<file path="config.mk">
export PLATFORM = sky130hd
export DESIGN_NAME = pair_seen_table_with_aging
export DESIGN_NICKNAME = d
export VERILOG_FILES = /design/src/rtl/pstwa_pkg.sv /design/src/rtl/pstwa_table.sv /design/src/rtl/pstwa_count.sv /design/src/rtl/pair_seen_table_with_aging.sv
export VERILOG_INCLUDE_DIRS = /design/src /design/src/rtl
export SDC_FILE = /design/constraint.sdc
export NUM_CORES = 2
export LEC_CHECK = 0
export BUFFER_PORTS_ARGS = -buffer_cell sky130_fd_sc_hd__buf_4
export CAP_MARGIN = 5
export CORE_UTILIZATION = 45
export CTS_BUF_LIST = sky130_fd_sc_hd__clkbuf_2 sky130_fd_sc_hd__clkbuf_4 sky130_fd_sc_hd__clkbuf_8
export CTS_CLUSTER_DIAMETER = 200
export DETAILED_ROUTE_END_ITERATION = 6
export PLACE_DENSITY = 0.56
export RECOVER_POWER = 25
export SYNTH_ARGS = -nofsm -noshare
export SYNTH_HDL_FRONTEND = slang
export SYNTH_SLANG_ARGS = --single-unit
</file>
<file path="constraint.sdc">
create_clock -name clk -period 9.47 [get_ports clk]
set_input_delay 1.4205 -clock clk [delete_from_list [all_inputs] [get_ports clk]]
set_output_delay 1.4205 -clock clk [all_outputs]
set_load 0.02 [all_outputs]
</file>
<file path="src/rtl/pair_seen_table_with_aging_macros.svh">
// Assertion macros shared by the aging pair table RTL.
`ifndef PAIR_SEEN_TABLE_WITH_AGING_MACROS_SVH
`define PAIR_SEEN_TABLE_WITH_AGING_MACROS_SVH

// Same-cycle implication, disabled while reset is high.
`define PSTWA_ASSERT_NOW(lbl, clk, rst, ante, cons) \
  lbl: assert property (@(posedge clk) disable iff (rst) (ante) |-> (cons)) \
    else $error("pstwa check failed");

// Next-cycle implication, disabled while reset is high.
`define PSTWA_ASSERT_NEXT(lbl, clk, rst, ante, cons) \
  lbl: assert property (@(posedge clk) disable iff (rst) (ante) |=> (cons)) \
    else $error("pstwa check failed");

`endif

</file>
<file path="src/rtl/pstwa_pkg.sv">
// Package with constants and types of the aging pair table.
package pstwa_pkg;

  // Default sizes of the table.
  localparam int DEF_TABLE_ENTRIES = 64;
  localparam int DEF_KEY_BITS      = 16;

  // Age counters and occupancy report.
  localparam int AGE_BITS   = 4;
  localparam int AGE_LEVELS = 1 << AGE_BITS;
  localparam int OCC_BITS   = 7;
  localparam int OCC_MAX    = 127;

  localparam logic [AGE_BITS-1:0] LIFETIME_RESET = 4'd10;

  // Operation codes.
  localparam logic OP_SIGNAL = 1'b0;
  localparam logic OP_TICK   = 1'b1;

  // Command issued to the table for one transaction.
  typedef struct packed {
    logic                pair_op;
    logic                tick_op;
    logic [AGE_BITS-1:0] lifetime;
  } cmd_t;

  // Lookup outcome returned by the table.
  typedef struct packed {
    logic                hit;
    logic                stored;
    logic                dropped;
    logic [AGE_BITS-1:0] hit_age;
  } lookup_t;

endpackage

</file>
<file path="src/rtl/pstwa_table.sv">
// Associative pair table: parallel match, first-free insert and parallel aging.
module pstwa_table #(
  parameter int TABLE_ENTRIES = pstwa_pkg::DEF_TABLE_ENTRIES,
  parameter int KEY_BITS      = pstwa_pkg::DEF_KEY_BITS
) (
  input  logic                  clk,
  input  logic                  rst,
  input  pstwa_pkg::cmd_t       cmd,
  input  logic [KEY_BITS-1:0]   first_key,
  input  logic [KEY_BITS-1:0]   second_key,
  output pstwa_pkg::lookup_t    lookup
);

  logic [TABLE_ENTRIES-1:0]                 entry_valid;
  logic [KEY_BITS-1:0]                      entry_first  [TABLE_ENTRIES];
  logic [KEY_BITS-1:0]                      entry_second [TABLE_ENTRIES];
  logic [pstwa_pkg::AGE_BITS-1:0]           entry_age    [TABLE_ENTRIES];

  logic [TABLE_ENTRIES-1:0]                 match;
  logic [TABLE_ENTRIES-1:0]                 free;
  logic [TABLE_ENTRIES-1:0]                 free_first;
  logic [pstwa_pkg::AGE_BITS-1:0]           hit_age;
  logic                                     any_hit;
  logic                                     full;
  logic                                     insert;

  // Compare the key pair against every valid entry at once.
  always_comb begin
    for (int k = 0; k < TABLE_ENTRIES; k++) begin
      match[k] = entry_valid[k] && (entry_first[k] == first_key) &&
                 (entry_second[k] == second_key);
    end
  end

  // Age of the matching entry; at most one entry can match.
  always_comb begin
    hit_age = '0;
    for (int k = 0; k < TABLE_ENTRIES; k++) begin
      hit_age = hit_age | (match[k] ? entry_age[k] : '0);
    end
  end

  // Lowest-numbered free entry as a one-hot vector.
  assign free       = ~entry_valid;
  assign free_first = free & (~free + TABLE_ENTRIES'(1));
  assign full       = ~|free;
  assign any_hit    = |match;
  assign insert     = cmd.pair_op && !any_hit && !full;

  assign lookup.hit     = cmd.pair_op && any_hit;
  assign lookup.stored  = insert;
  assign lookup.dropped = cmd.pair_op && !any_hit && full;
  assign lookup.hit_age = hit_age;

  // Valid bits: cleared at reset, set on insert, cleared when aged out.
  always_ff @(posedge clk) begin
    if (rst) begin
      entry_valid <= '0;
    end else begin
      for (int k = 0; k < TABLE_ENTRIES; k++) begin
        if (cmd.tick_op) begin
          if (entry_valid[k] && (entry_age[k] == '0)) begin
            entry_valid[k] <= 1'b0;
          end
        end else if (insert && free_first[k]) begin
          entry_valid[k] <= 1'b1;
        end
      end
    end
  end

  // Keys and age counters.
  always_ff @(posedge clk) begin
    for (int k = 0; k < TABLE_ENTRIES; k++) begin
      if (cmd.tick_op) begin
        if (entry_valid[k] && (entry_age[k] != '0)) begin
          entry_age[k] <= entry_age[k] - pstwa_pkg::AGE_BITS'(1);
        end
      end else if (cmd.pair_op && match[k]) begin
        entry_age[k] <= cmd.lifetime;
      end else if (insert && free_first[k]) begin
        entry_first[k]  <= first_key;
        entry_second[k] <= second_key;
        entry_age[k]    <= cmd.lifetime;
      end
    end
  end

endmodule

</file>
<file path="src/rtl/pstwa_count.sv">
// Occupancy tracking through a histogram of entries per age value.
module pstwa_count #(
  parameter int TABLE_ENTRIES = pstwa_pkg::DEF_TABLE_ENTRIES,
  localparam int CNT_W        = $clog2(TABLE_ENTRIES + 1)
) (
  input  logic                            clk,
  input  logic                            rst,
  input  pstwa_pkg::cmd_t                 cmd,
  input  pstwa_pkg::lookup_t              lookup,
  output logic [CNT_W-1:0]                occ,
  output logic [pstwa_pkg::OCC_BITS-1:0]  occ_after
);

  localparam int SAT_W = (CNT_W > pstwa_pkg::OCC_BITS) ? CNT_W : pstwa_pkg::OCC_BITS;

  logic [CNT_W-1:0] hist      [pstwa_pkg::AGE_LEVELS];
  logic [CNT_W-1:0] hist_next [pstwa_pkg::AGE_LEVELS];
  logic [CNT_W-1:0] occ_next;
  logic [SAT_W-1:0] occ_wide;

  // Next histogram: shift down on a tick, move or add one entry on a signal.
  always_comb begin
    for (int i = 0; i < pstwa_pkg::AGE_LEVELS; i++) begin
      if (cmd.tick_op) begin
        hist_next[i] = (i == pstwa_pkg::AGE_LEVELS - 1) ? '0 : hist[(i + 1) % pstwa_pkg::AGE_LEVELS];
      end else begin
        hist_next[i] = hist[i]
          + CNT_W'((lookup.hit || lookup.stored) && (cmd.lifetime == pstwa_pkg::AGE_BITS'(i)))
          - CNT_W'(lookup.hit && (lookup.hit_age == pstwa_pkg::AGE_BITS'(i)));
      end
    end
  end

  // Entries at age zero leave on a tick; an insert adds one.
  always_comb begin
    if (cmd.tick_op) begin
      occ_next = occ - hist[0];
    end else begin
      occ_next = occ + CNT_W'(lookup.stored);
    end
  end

  // Reported occupancy saturates at the field maximum.
  assign occ_wide  = SAT_W'(occ_next);
  assign occ_after = (occ_wide > SAT_W'(pstwa_pkg::OCC_MAX)) ?
                     pstwa_pkg::OCC_BITS'(pstwa_pkg::OCC_MAX) :
                     pstwa_pkg::OCC_BITS'(occ_wide);

  always_ff @(posedge clk) begin
    if (rst) begin
      occ <= '0;
      for (int i = 0; i < pstwa_pkg::AGE_LEVELS; i++) begin
        hist[i] <= '0;
      end
    end else begin
      occ <= occ_next;
      for (int i = 0; i < pstwa_pkg::AGE_LEVELS; i++) begin
        hist[i] <= hist_next[i];
      end
    end
  end

endmodule

</file>
<file path="src/rtl/pair_seen_table_with_aging.sv">
// Top level of the aging pair table.
//
// Input channel (in_valid/in_ready) carries one transaction per item: opcode 0
// looks up the ordered pair (first_key, second_key) and inserts it when absent,
// opcode 1 ages every stored entry by one tick. Output channel
// (out_valid/out_ready) returns one transaction per item with is_new,
// insert_dropped and the occupancy after the item.
// The lifetime loaded on every signal is written through cfg_wr_en/cfg_wr_data.
// An item is captured in the input register; when it fires, the table lookup,
// update and occupancy count run together and land in the result register.
// One item completes every cycle while the receiver does not stall; the rate is
// set by the parallel match and aging over all table entries.
// Reset empties the table, clears both pipeline registers and loads lifetime 10.
// When the receiver stalls, the result register holds its transaction, the
// input register takes one more item, and in_ready then drops until the
// result is taken.
`include "pair_seen_table_with_aging_macros.svh"

module pair_seen_table_with_aging #(
  parameter int TABLE_ENTRIES = pstwa_pkg::DEF_TABLE_ENTRIES,
  parameter int KEY_BITS      = pstwa_pkg::DEF_KEY_BITS
) (
  input  logic                             clk,
  input  logic                             rst,
  input  logic                             in_valid,
  output logic                             in_ready,
  input  logic                             opcode,
  input  logic [KEY_BITS-1:0]              first_key,
  input  logic [KEY_BITS-1:0]              second_key,
  output logic                             out_valid,
  input  logic                             out_ready,
  output logic                             is_new,
  output logic                             insert_dropped,
  output logic [pstwa_pkg::OCC_BITS-1:0]   occupancy,
  input  logic                             cfg_wr_en,
  input  logic [pstwa_pkg::AGE_BITS-1:0]   cfg_wr_data
);

  localparam int CNT_W = $clog2(TABLE_ENTRIES + 1);

  logic                            s1_valid;
  logic                            s1_opcode;
  logic [KEY_BITS-1:0]             s1_first;
  logic [KEY_BITS-1:0]             s1_second;
  logic [pstwa_pkg::AGE_BITS-1:0]  lifetime_ticks;
  logic                            fire;
  pstwa_pkg::cmd_t                 cmd;
  pstwa_pkg::lookup_t              lookup;
  logic [CNT_W-1:0]                occ;
  logic [pstwa_pkg::OCC_BITS-1:0]  occ_after;

  // The held item is processed whenever the result register can take it.
  assign fire     = s1_valid && (!out_valid || out_ready);
  assign in_ready = !s1_valid || fire;

  // Lifetime register.
  always_ff @(posedge clk) begin
    if (rst) begin
      lifetime_ticks <= pstwa_pkg::LIFETIME_RESET;
    end else if (cfg_wr_en) begin
      lifetime_ticks <= cfg_wr_data;
    end
  end

  // Input register.
  always_ff @(posedge clk) begin
    if (rst) begin
      s1_valid <= 1'b0;
    end else if (in_ready) begin
      s1_valid <= in_valid;
    end
  end

  always_ff @(posedge clk) begin
    if (in_valid && in_ready) begin
      s1_opcode <= opcode;
      s1_first  <= first_key;
      s1_second <= second_key;
    end
  end

  // Command for the table and the counter.
  assign cmd.pair_op  = fire && (s1_opcode == pstwa_pkg::OP_SIGNAL);
  assign cmd.tick_op  = fire && (s1_opcode == pstwa_pkg::OP_TICK);
  assign cmd.lifetime = lifetime_ticks;

  pstwa_table #(
    .TABLE_ENTRIES (TABLE_ENTRIES),
    .KEY_BITS      (KEY_BITS)
  ) u_table (
    .clk        (clk),
    .rst        (rst),
    .cmd        (cmd),
    .first_key  (s1_first),
    .second_key (s1_second),
    .lookup     (lookup)
  );

  pstwa_count #(
    .TABLE_ENTRIES (TABLE_ENTRIES)
  ) u_count (
    .clk       (clk),
    .rst       (rst),
    .cmd       (cmd),
    .lookup    (lookup),
    .occ       (occ),
    .occ_after (occ_after)
  );

  // Result register.
  always_ff @(posedge clk) begin
    if (rst) begin
      out_valid <= 1'b0;
    end else if (fire) begin
      out_valid <= 1'b1;
    end else if (out_ready) begin
      out_valid <= 1'b0;
    end
  end

  always_ff @(posedge clk) begin
    if (fire) begin
      is_new         <= cmd.pair_op && !lookup.hit;
      insert_dropped <= lookup.dropped;
      occupancy      <= occ_after;
    end
  end

  // A dropped insert only happens with every entry occupied.
  `PSTWA_ASSERT_NOW(a_drop_when_full, clk, rst, lookup.dropped, occ == CNT_W'(TABLE_ENTRIES))
  // A stored insert raises the occupancy by exactly one.
  `PSTWA_ASSERT_NEXT(a_insert_counts, clk, rst, lookup.stored, occ == $past(occ) + CNT_W'(1))
  // A dropped insert is always reported as a new pair.
  `PSTWA_ASSERT_NOW(a_drop_is_new, clk, rst, out_valid && insert_dropped, is_new)

endmodule

</file>
**Word level (Yosys, flattened, before mapping)**

Memories as Yosys holds them, arrays and structs flattened.
Cells that the tools add are included.

- Register bits after elaboration: 119
- RAM bits: 2416
- Bits of input ports: 42
- Logic and storage cells: 2871
- Memories: 4

Memories:

| name | words | bits a word | rd ports | clocked after Yosys merged registers in | wr ports | line | source |
|---|---|---|---|---|---|---|---|
| u_table.entry_first | 64 | 16 | 64 | 0 | 1 | pstwa_table.sv:15 | `logic [KEY_BITS-1:0] entry_first [TABLE_ENTRIES];` |
| u_table.entry_second | 64 | 16 | 64 | 0 | 1 | pstwa_table.sv:16 | `logic [KEY_BITS-1:0] entry_second [TABLE_ENTRIES];` |
| u_table.entry_age | 64 | 4 | 64 | 0 | 64 | pstwa_table.sv:17 | `logic [pstwa_pkg::AGE_BITS-1:0] entry_age [TABLE_ENTRIES];` |
| u_count.hist | 16 | 7 | 16 | 0 | 16 | pstwa_count.sv:16 | `logic [CNT_W-1:0] hist [pstwa_pkg::AGE_LEVELS];` |

- Add/subtract/negate cells: 99
- $lt $le $gt $ge: 1
- Eq/ne operators: 222
- Multiplexer cells: 1440
- Bitwise logic cells: 211
- Reductions and logical operators: 820

Operators with widths:

| cell | count |
|---|---|
| equality test 16 bit | 128 |
| two-way mux 16 bit | 126 |
| OR reduction 16 bit | 126 |
| two-way mux 1 bit | 963 |
| two-way mux 4 bit | 192 |
| two-way mux 6 bit | 126 |
| logical AND 1 bit | 425 |
| logical NOT 4 bit | 66 |
| nonzero test 4 bit | 64 |
| subtractor 4 x 1 -> 4 bit (second input constant) | 64 |
| bitwise OR 4 bit | 63 |
| two-way mux 7 bit | 33 |
| bitwise OR 1 bit | 144 |
| nonzero test 2 bit | 65 |
| != test 2 x 1 -> 1 bit (second input constant) | 64 |
| NOT 64 bit | 2 |
| AND reduction 2 bit | 64 |
| OR reduction 64 bit | 2 |
| adder 7 x 1 -> 7 bit | 17 |
| subtractor 7 x 1 -> 7 bit | 16 |
| adder 64 x 1 -> 64 bit (second input constant) | 1 |
| AND 64 bit | 1 |
| equality test 4 bit (second input constant) | 16 |
| equality test 4 x 3 -> 1 bit (second input constant) | 8 |
| other kinds (7) | 17 |

**Logic depth before layout (Yosys ltp)**

- Depth after elaboration: 76
- Depth in mapped cells: 26

**By module**

Synthesis repeated with hierarchy kept, for this count alone.

- Cell total of the unflattened synthesis: 8335
- Area total of the unflattened synthesis: 117421.4 sq um

Modules (own cells, without submodules):

| module | times used | cells an instance | area an instance (sq um) | seq. area each (sq um) |
|---|---|---|---|---|
| pstwa_table | 1 | 7218 | 106931.3 | 70467.6 |
| pstwa_count | 1 | 1048 | 8983.6 | 2382.3 |
| pair_seen_table_with_aging | 1 | 69 | 1506.4 | 1381.3 |

**Least setup slack after synthesis**

OpenSTA, ideal clock, no wires.

- Path type: flip-flop to flip-flop
- Start point: register s1_first[1]
- End point: memory u_table.entry_first[1][192] (netlist name), enable pin
- Setup time: 0.501 ns
- Arrival: 6.273 ns
- Required time: 8.969 ns
- Path slack: 2.696 ns
- Stages on the path, launching flop included: 13
- Period minus slack after synthesis: 6.774 ns
- Path through: edfxtp_1 -> buf_4 -> buf_4 -> buf_4 -> xor2_1 -> nor3_1 -> and3_1 -> nor4_1 -> and4_1 -> and3_1 -> nand3_1 -> buf_2 -> nor4_1

- Word-level cells in the longest chain between the ends: 76

Ends and longest elaborated chain:

| element | line | source |
|---|---|---|
| start: declaration | pair_seen_table_with_aging.sv:43 | `logic [KEY_BITS-1:0] s1_first;` |
| start signal: assignment | pair_seen_table_with_aging.sv:77 | `s1_first <= first_key;` |
| equality test 16 bit | pstwa_table.sv:30 | `match[k] = entry_valid[k] && (entry_first[k] == first_key) &&` |
| logical AND 1 bit (2 in a row) | pstwa_table.sv:30 |  |
| OR reduction 64 bit | pstwa_table.sv:47 | `assign any_hit = \|match;` |
| logical NOT 1 bit | pstwa_table.sv:48 | `assign insert = cmd.pair_op && !any_hit && !full;` |
| logical AND 1 bit (2 in a row) | pstwa_table.sv:48 |  |
| logical AND 1 bit | pstwa_table.sv:81 | `end else if (insert && free_first[k]) begin` |
| two-way mux 1 bit | pstwa_table.sv:81 |  |
| two-way mux 1 bit | pstwa_table.sv:79 | `end else if (cmd.pair_op && match[k]) begin` |
| two-way mux 1 bit | pstwa_table.sv:75 | `if (cmd.tick_op) begin` |
| two-way mux 1 bit (not written as such) | pstwa_table.sv:82 | `entry_first[k] <= first_key;` |
| OR reduction 16 bit (no source line) | - |  |
| two-way mux 6 bit (no source line) / two-way mux 1 bit (equally long branches) (63 in a row) | - |  |
| end: declaration | pstwa_table.sv:15 |  |

Several ways; a longest one is shown, not always the timed one.

==> impl_metrics.tcl <==
set metrics [dict create \
    dieArea_um2 260000 \
    avgSynthCellArea_um2 14.1 \
    hp-class "reg -> reg" \
    grt-ovfl-total 0 \
    stdcell_count 12500 \
    grtUsageTotal_pct 27.3 \
    nFillCells 22100 \
    routed_wl_um 357000 \
    ys_top_cells_by_count "2346 x edfxtp_1, 1500 x xnor2_1, 763 x xor2_1" \
    layout-area-overhead-vs-synth_pct 12.3 \
    grt_pass1_wl_um 512000 \
    top_usage_layer "met2" \
    layout.nets 8975 \
    synth_ff_type "edfxtp_1" \
    cp_data_arrival_time_ps 9340 \
    cts-root-buf "clkbuf_8" \
    hold_buffers 0 \
    grt_pass1_vias 69500 \
    io_buffers 52 \
    p_leak_uw 0.0426 \
    use_met3_pct 3.87 \
    required_ps 10340 \
    slew_violations 238 \
    cp_top_family "simple AND/OR/NAND/NOR gates" \
    setup_tns_ps 0 \
    drive_gt1_share_pct 14.1 \
    synth_most_common_cell "edfxtp_1" \
    status "finished with violations" \
    fp.dieW_um 510 \
    drt_iter0_markers 6946 \
    hold_viol 0 \
    crit_top_cell "a21o_1" \
    setup_viol 0 \
    slowest_delay_ps 1350 \
    via_per_inst 5.65 \
    cts_buffer_depth 4 \
    max_freq_mhz 118 \
    yosysSeqAreaShare_pct 63.9 \
    fin_util_pct 50.8 \
    die_h_um 510 \
    ys_async_sr_fraction_pct 0 \
    coreArea_um2 257000 \
    rsz0062_at_grt "false" \
    end_kind "register" \
    dp_hpwl_um 234000 \
    wl_per_cell_um 28.7 \
    crit_buf_inv 4 \
    clock_latency_ps 1090 \
    p_per_area_nw_per_um2 185 \
    finalClockSkew_ps 132 \
    gp_congestion 1.00 \
    ys_ff_latch 2535 \
    cts_resized 0 \
    drc 0 \
    grt_max_degree 83 \
    cts_setup_buffers 0 \
    row_count 186 \
    synth_top_area_cell "edfxtp_1" \
    failed_checks "max-capacitance violations, max-slew violations" \
    vdd.ir_drop.worst_uv 132 \
    syn_nets 8501 \
    cp-start-kind "register" \
    synthCells 8260 \
    antenna_found_initial 16 \
    synth_top_area_share_pct 60.6 \
    cp-startpoint "s1_first[5]$_DFFE_PP_" \
    slew-limit-headroom_pct -55.7 \
    htreeDepth 5 \
    dp_cells 11700 \
    r2r_start "s1_first[5]$_DFFE_PP_" \
    hold_start "u_count.hist[0][28]$_SDFF_PP0_" \
    cts_tree "done" \
    firstDrtPassIters 7 \
    synth_edf_count 2346 \
    clk_pin_slew_ps 60 \
    via_count 70400 \
    worst_pin_slew_ps 2340 \
    finalCriticalPeriod_ps 8460 \
    yosysWarnings 0 \
    synth.area.top_cells "edfxtp_1 61%, xnor2_1 11%, xor2_1 5.8%" \
    ant_nets 0 \
    cp_cell_sequence "buf_12, clkbuf_1, buf_4, xor2_1, nor4_1, and3_1, or4bb_1, o2111ai_1, nor4_1, nand4_1, nor4b_1, and2_1, ha_1, inv_1, ha_1, fa_1, a21o_1, a21o_1, a21o_1, a21oi_1, xnor2_1, nand2_1, a21oi_1" \
    numCtsBuffers 437 \
    fin_crit_sh_pct 89.4 \
    clock-sinks 2535 \
    cp_max_fo 35 \
    gr-usage-met1_pct 40.0 \
    synthesis.area_um2 116000 \
    drv_cap 9 \
    crit_path_top_delay_cell "clkbuf_1" \
    start_util_pct 45.3 \
    synth_cell_types 70 \
    path_class "reg -> reg" \
    use_met2_pct 42.2 \
    io_pins 53 \
]
[state kept, by name (all words and copies together) (netlist names), 4 cells and up]
name,cells
u_table.entry_age,256
u_table.entry_valid,64
u_table.entry_second,1024
lifetime_ticks,4
s1_first,16
u_count.occ,7
u_table.entry_first,1024
s1_second,16
u_count.hist,112
occupancy,7
[worst register-to-register path, cell delays in order, from the launching register on]
cell,delay [ps]
edfxtp_1,370
buf_12,300
clkbuf_1,1400
buf_4,480
xor2_1,180
nor4_1,100
and3_1,190
or4bb_1,230
o2111ai_1,410
nor4_1,750
nand4_1,690
nor4b_1,1070
and2_1,240
ha_1,120
inv_1,40
ha_1,200
fa_1,440
a21o_1,200
a21o_1,200
a21o_1,190
a21oi_1,190
xnor2_1,140
nand2_1,70
a21oi_1,160
[kinds of logic after synthesis]
| kind of cell | Yosys count | share of synthesized area, % |
|---|---|---|
| AOI/OAI and AO/OA | 569 | 3.38 |
| xor gates and xnor gates | 2263 | 17.1 |
| adders and majority gates | 199 | 2.25 |
| buffers and inverters | 650 | 2.78 |
| DFF | 2535 | 63.9 |
| muxes | 260 | 2.38 |
| and+or+nand+nor | 1784 | 8.27 |
[metal layers]
layer | up-vias | share of wire (%)
met5 | - | 0.0020
met4 | 2 | 3.0
met3 | 542 | 6.1
met2 | 2483 | 45
met1 | 36300 | 46
li1 | 31100 | -
[per-stage QoR]
stage / power, µW / area [µm²] / hold slack, ps / worst slack (ps)
final: 24200 / 130000 / 453 / 1010
after floorplan: 14100 / 116000 / 436 / 2700
after global routing: 25000 / 130000 / 467 / 766
after CTS: 24400 / 131000 / 444 / 1750
after global placement: 14700 / 122000 / 444 / 1730
after detailed placement: 14700 / 122000 / 451 / 1810
[path summary, 6_finish.rpt]
path	end	depth (start not counted)	slack, ps
worst max-delay path	u_count.hist[0][20]$_SDFF_PP0_	23	1010
worst min-delay path	u_count.hist[0][21]$_SDFF_PP0_	2	450
worst max register to register	u_count.hist[0][20]$_SDFF_PP0_	23	1010
worst min register to register	u_count.hist[0][21]$_SDFF_PP0_	2	450
[layout by cell type, fill, tap and decap left out, types with 40 or more instances in the layout]
cell type and n:
a21o_1 96, clkinv_1 100, mux2i_1 131, dfxtp_1 187
a21oi_1 168, o21ai_2 62, a22o_1 43, buf_4 228
nand2_1 391, xor2_1 763, buf_12 64, clkbuf_8 450
nor4_1 247, a221oi_1 45, clkbuf_1 81, nand3_1 147
xnor2_1 1500, mux2_2 127, ha_1 182, clkbuf_4 183
clkinv_2 40, and3_1 70, nor2_1 127, nand4_1 421
inv_1 284, edfxtp_1 2346, nor3_1 166, o21ai_0 55
[power by group]
group | internal [µW] | leakage (µW) | switching [µW] | total (µW)
Combinational | 811 | 0.0155 | 1200 | 2010
Sequential | 12300 | 0.0227 | 120 | 12500
Clock | 5120 | 0.00444 | 4570 | 9700
Total | 18300 | 0.0426 | 5890 | 24200
[final cells by class]
class / count / area (µm²) / share of cell area (%)
Multi-Input combinational cell: 5075 / 39100 / 29.9
Antenna cell: 7 / 17.5 / 0.0134
Clock inverter: 165 / 935 / 0.716
Sequential cell: 2535 / 74200 / 56.9
Inverter: 286 / 1070 / 0.823
Tap cell: 3384 / 4230 / 3.25
Timing Repair Buffer: 399 / 3510 / 2.69
Clock buffer: 610 / 7390 / 5.67
Note: power is estimated with default switching activity, not from simulation.
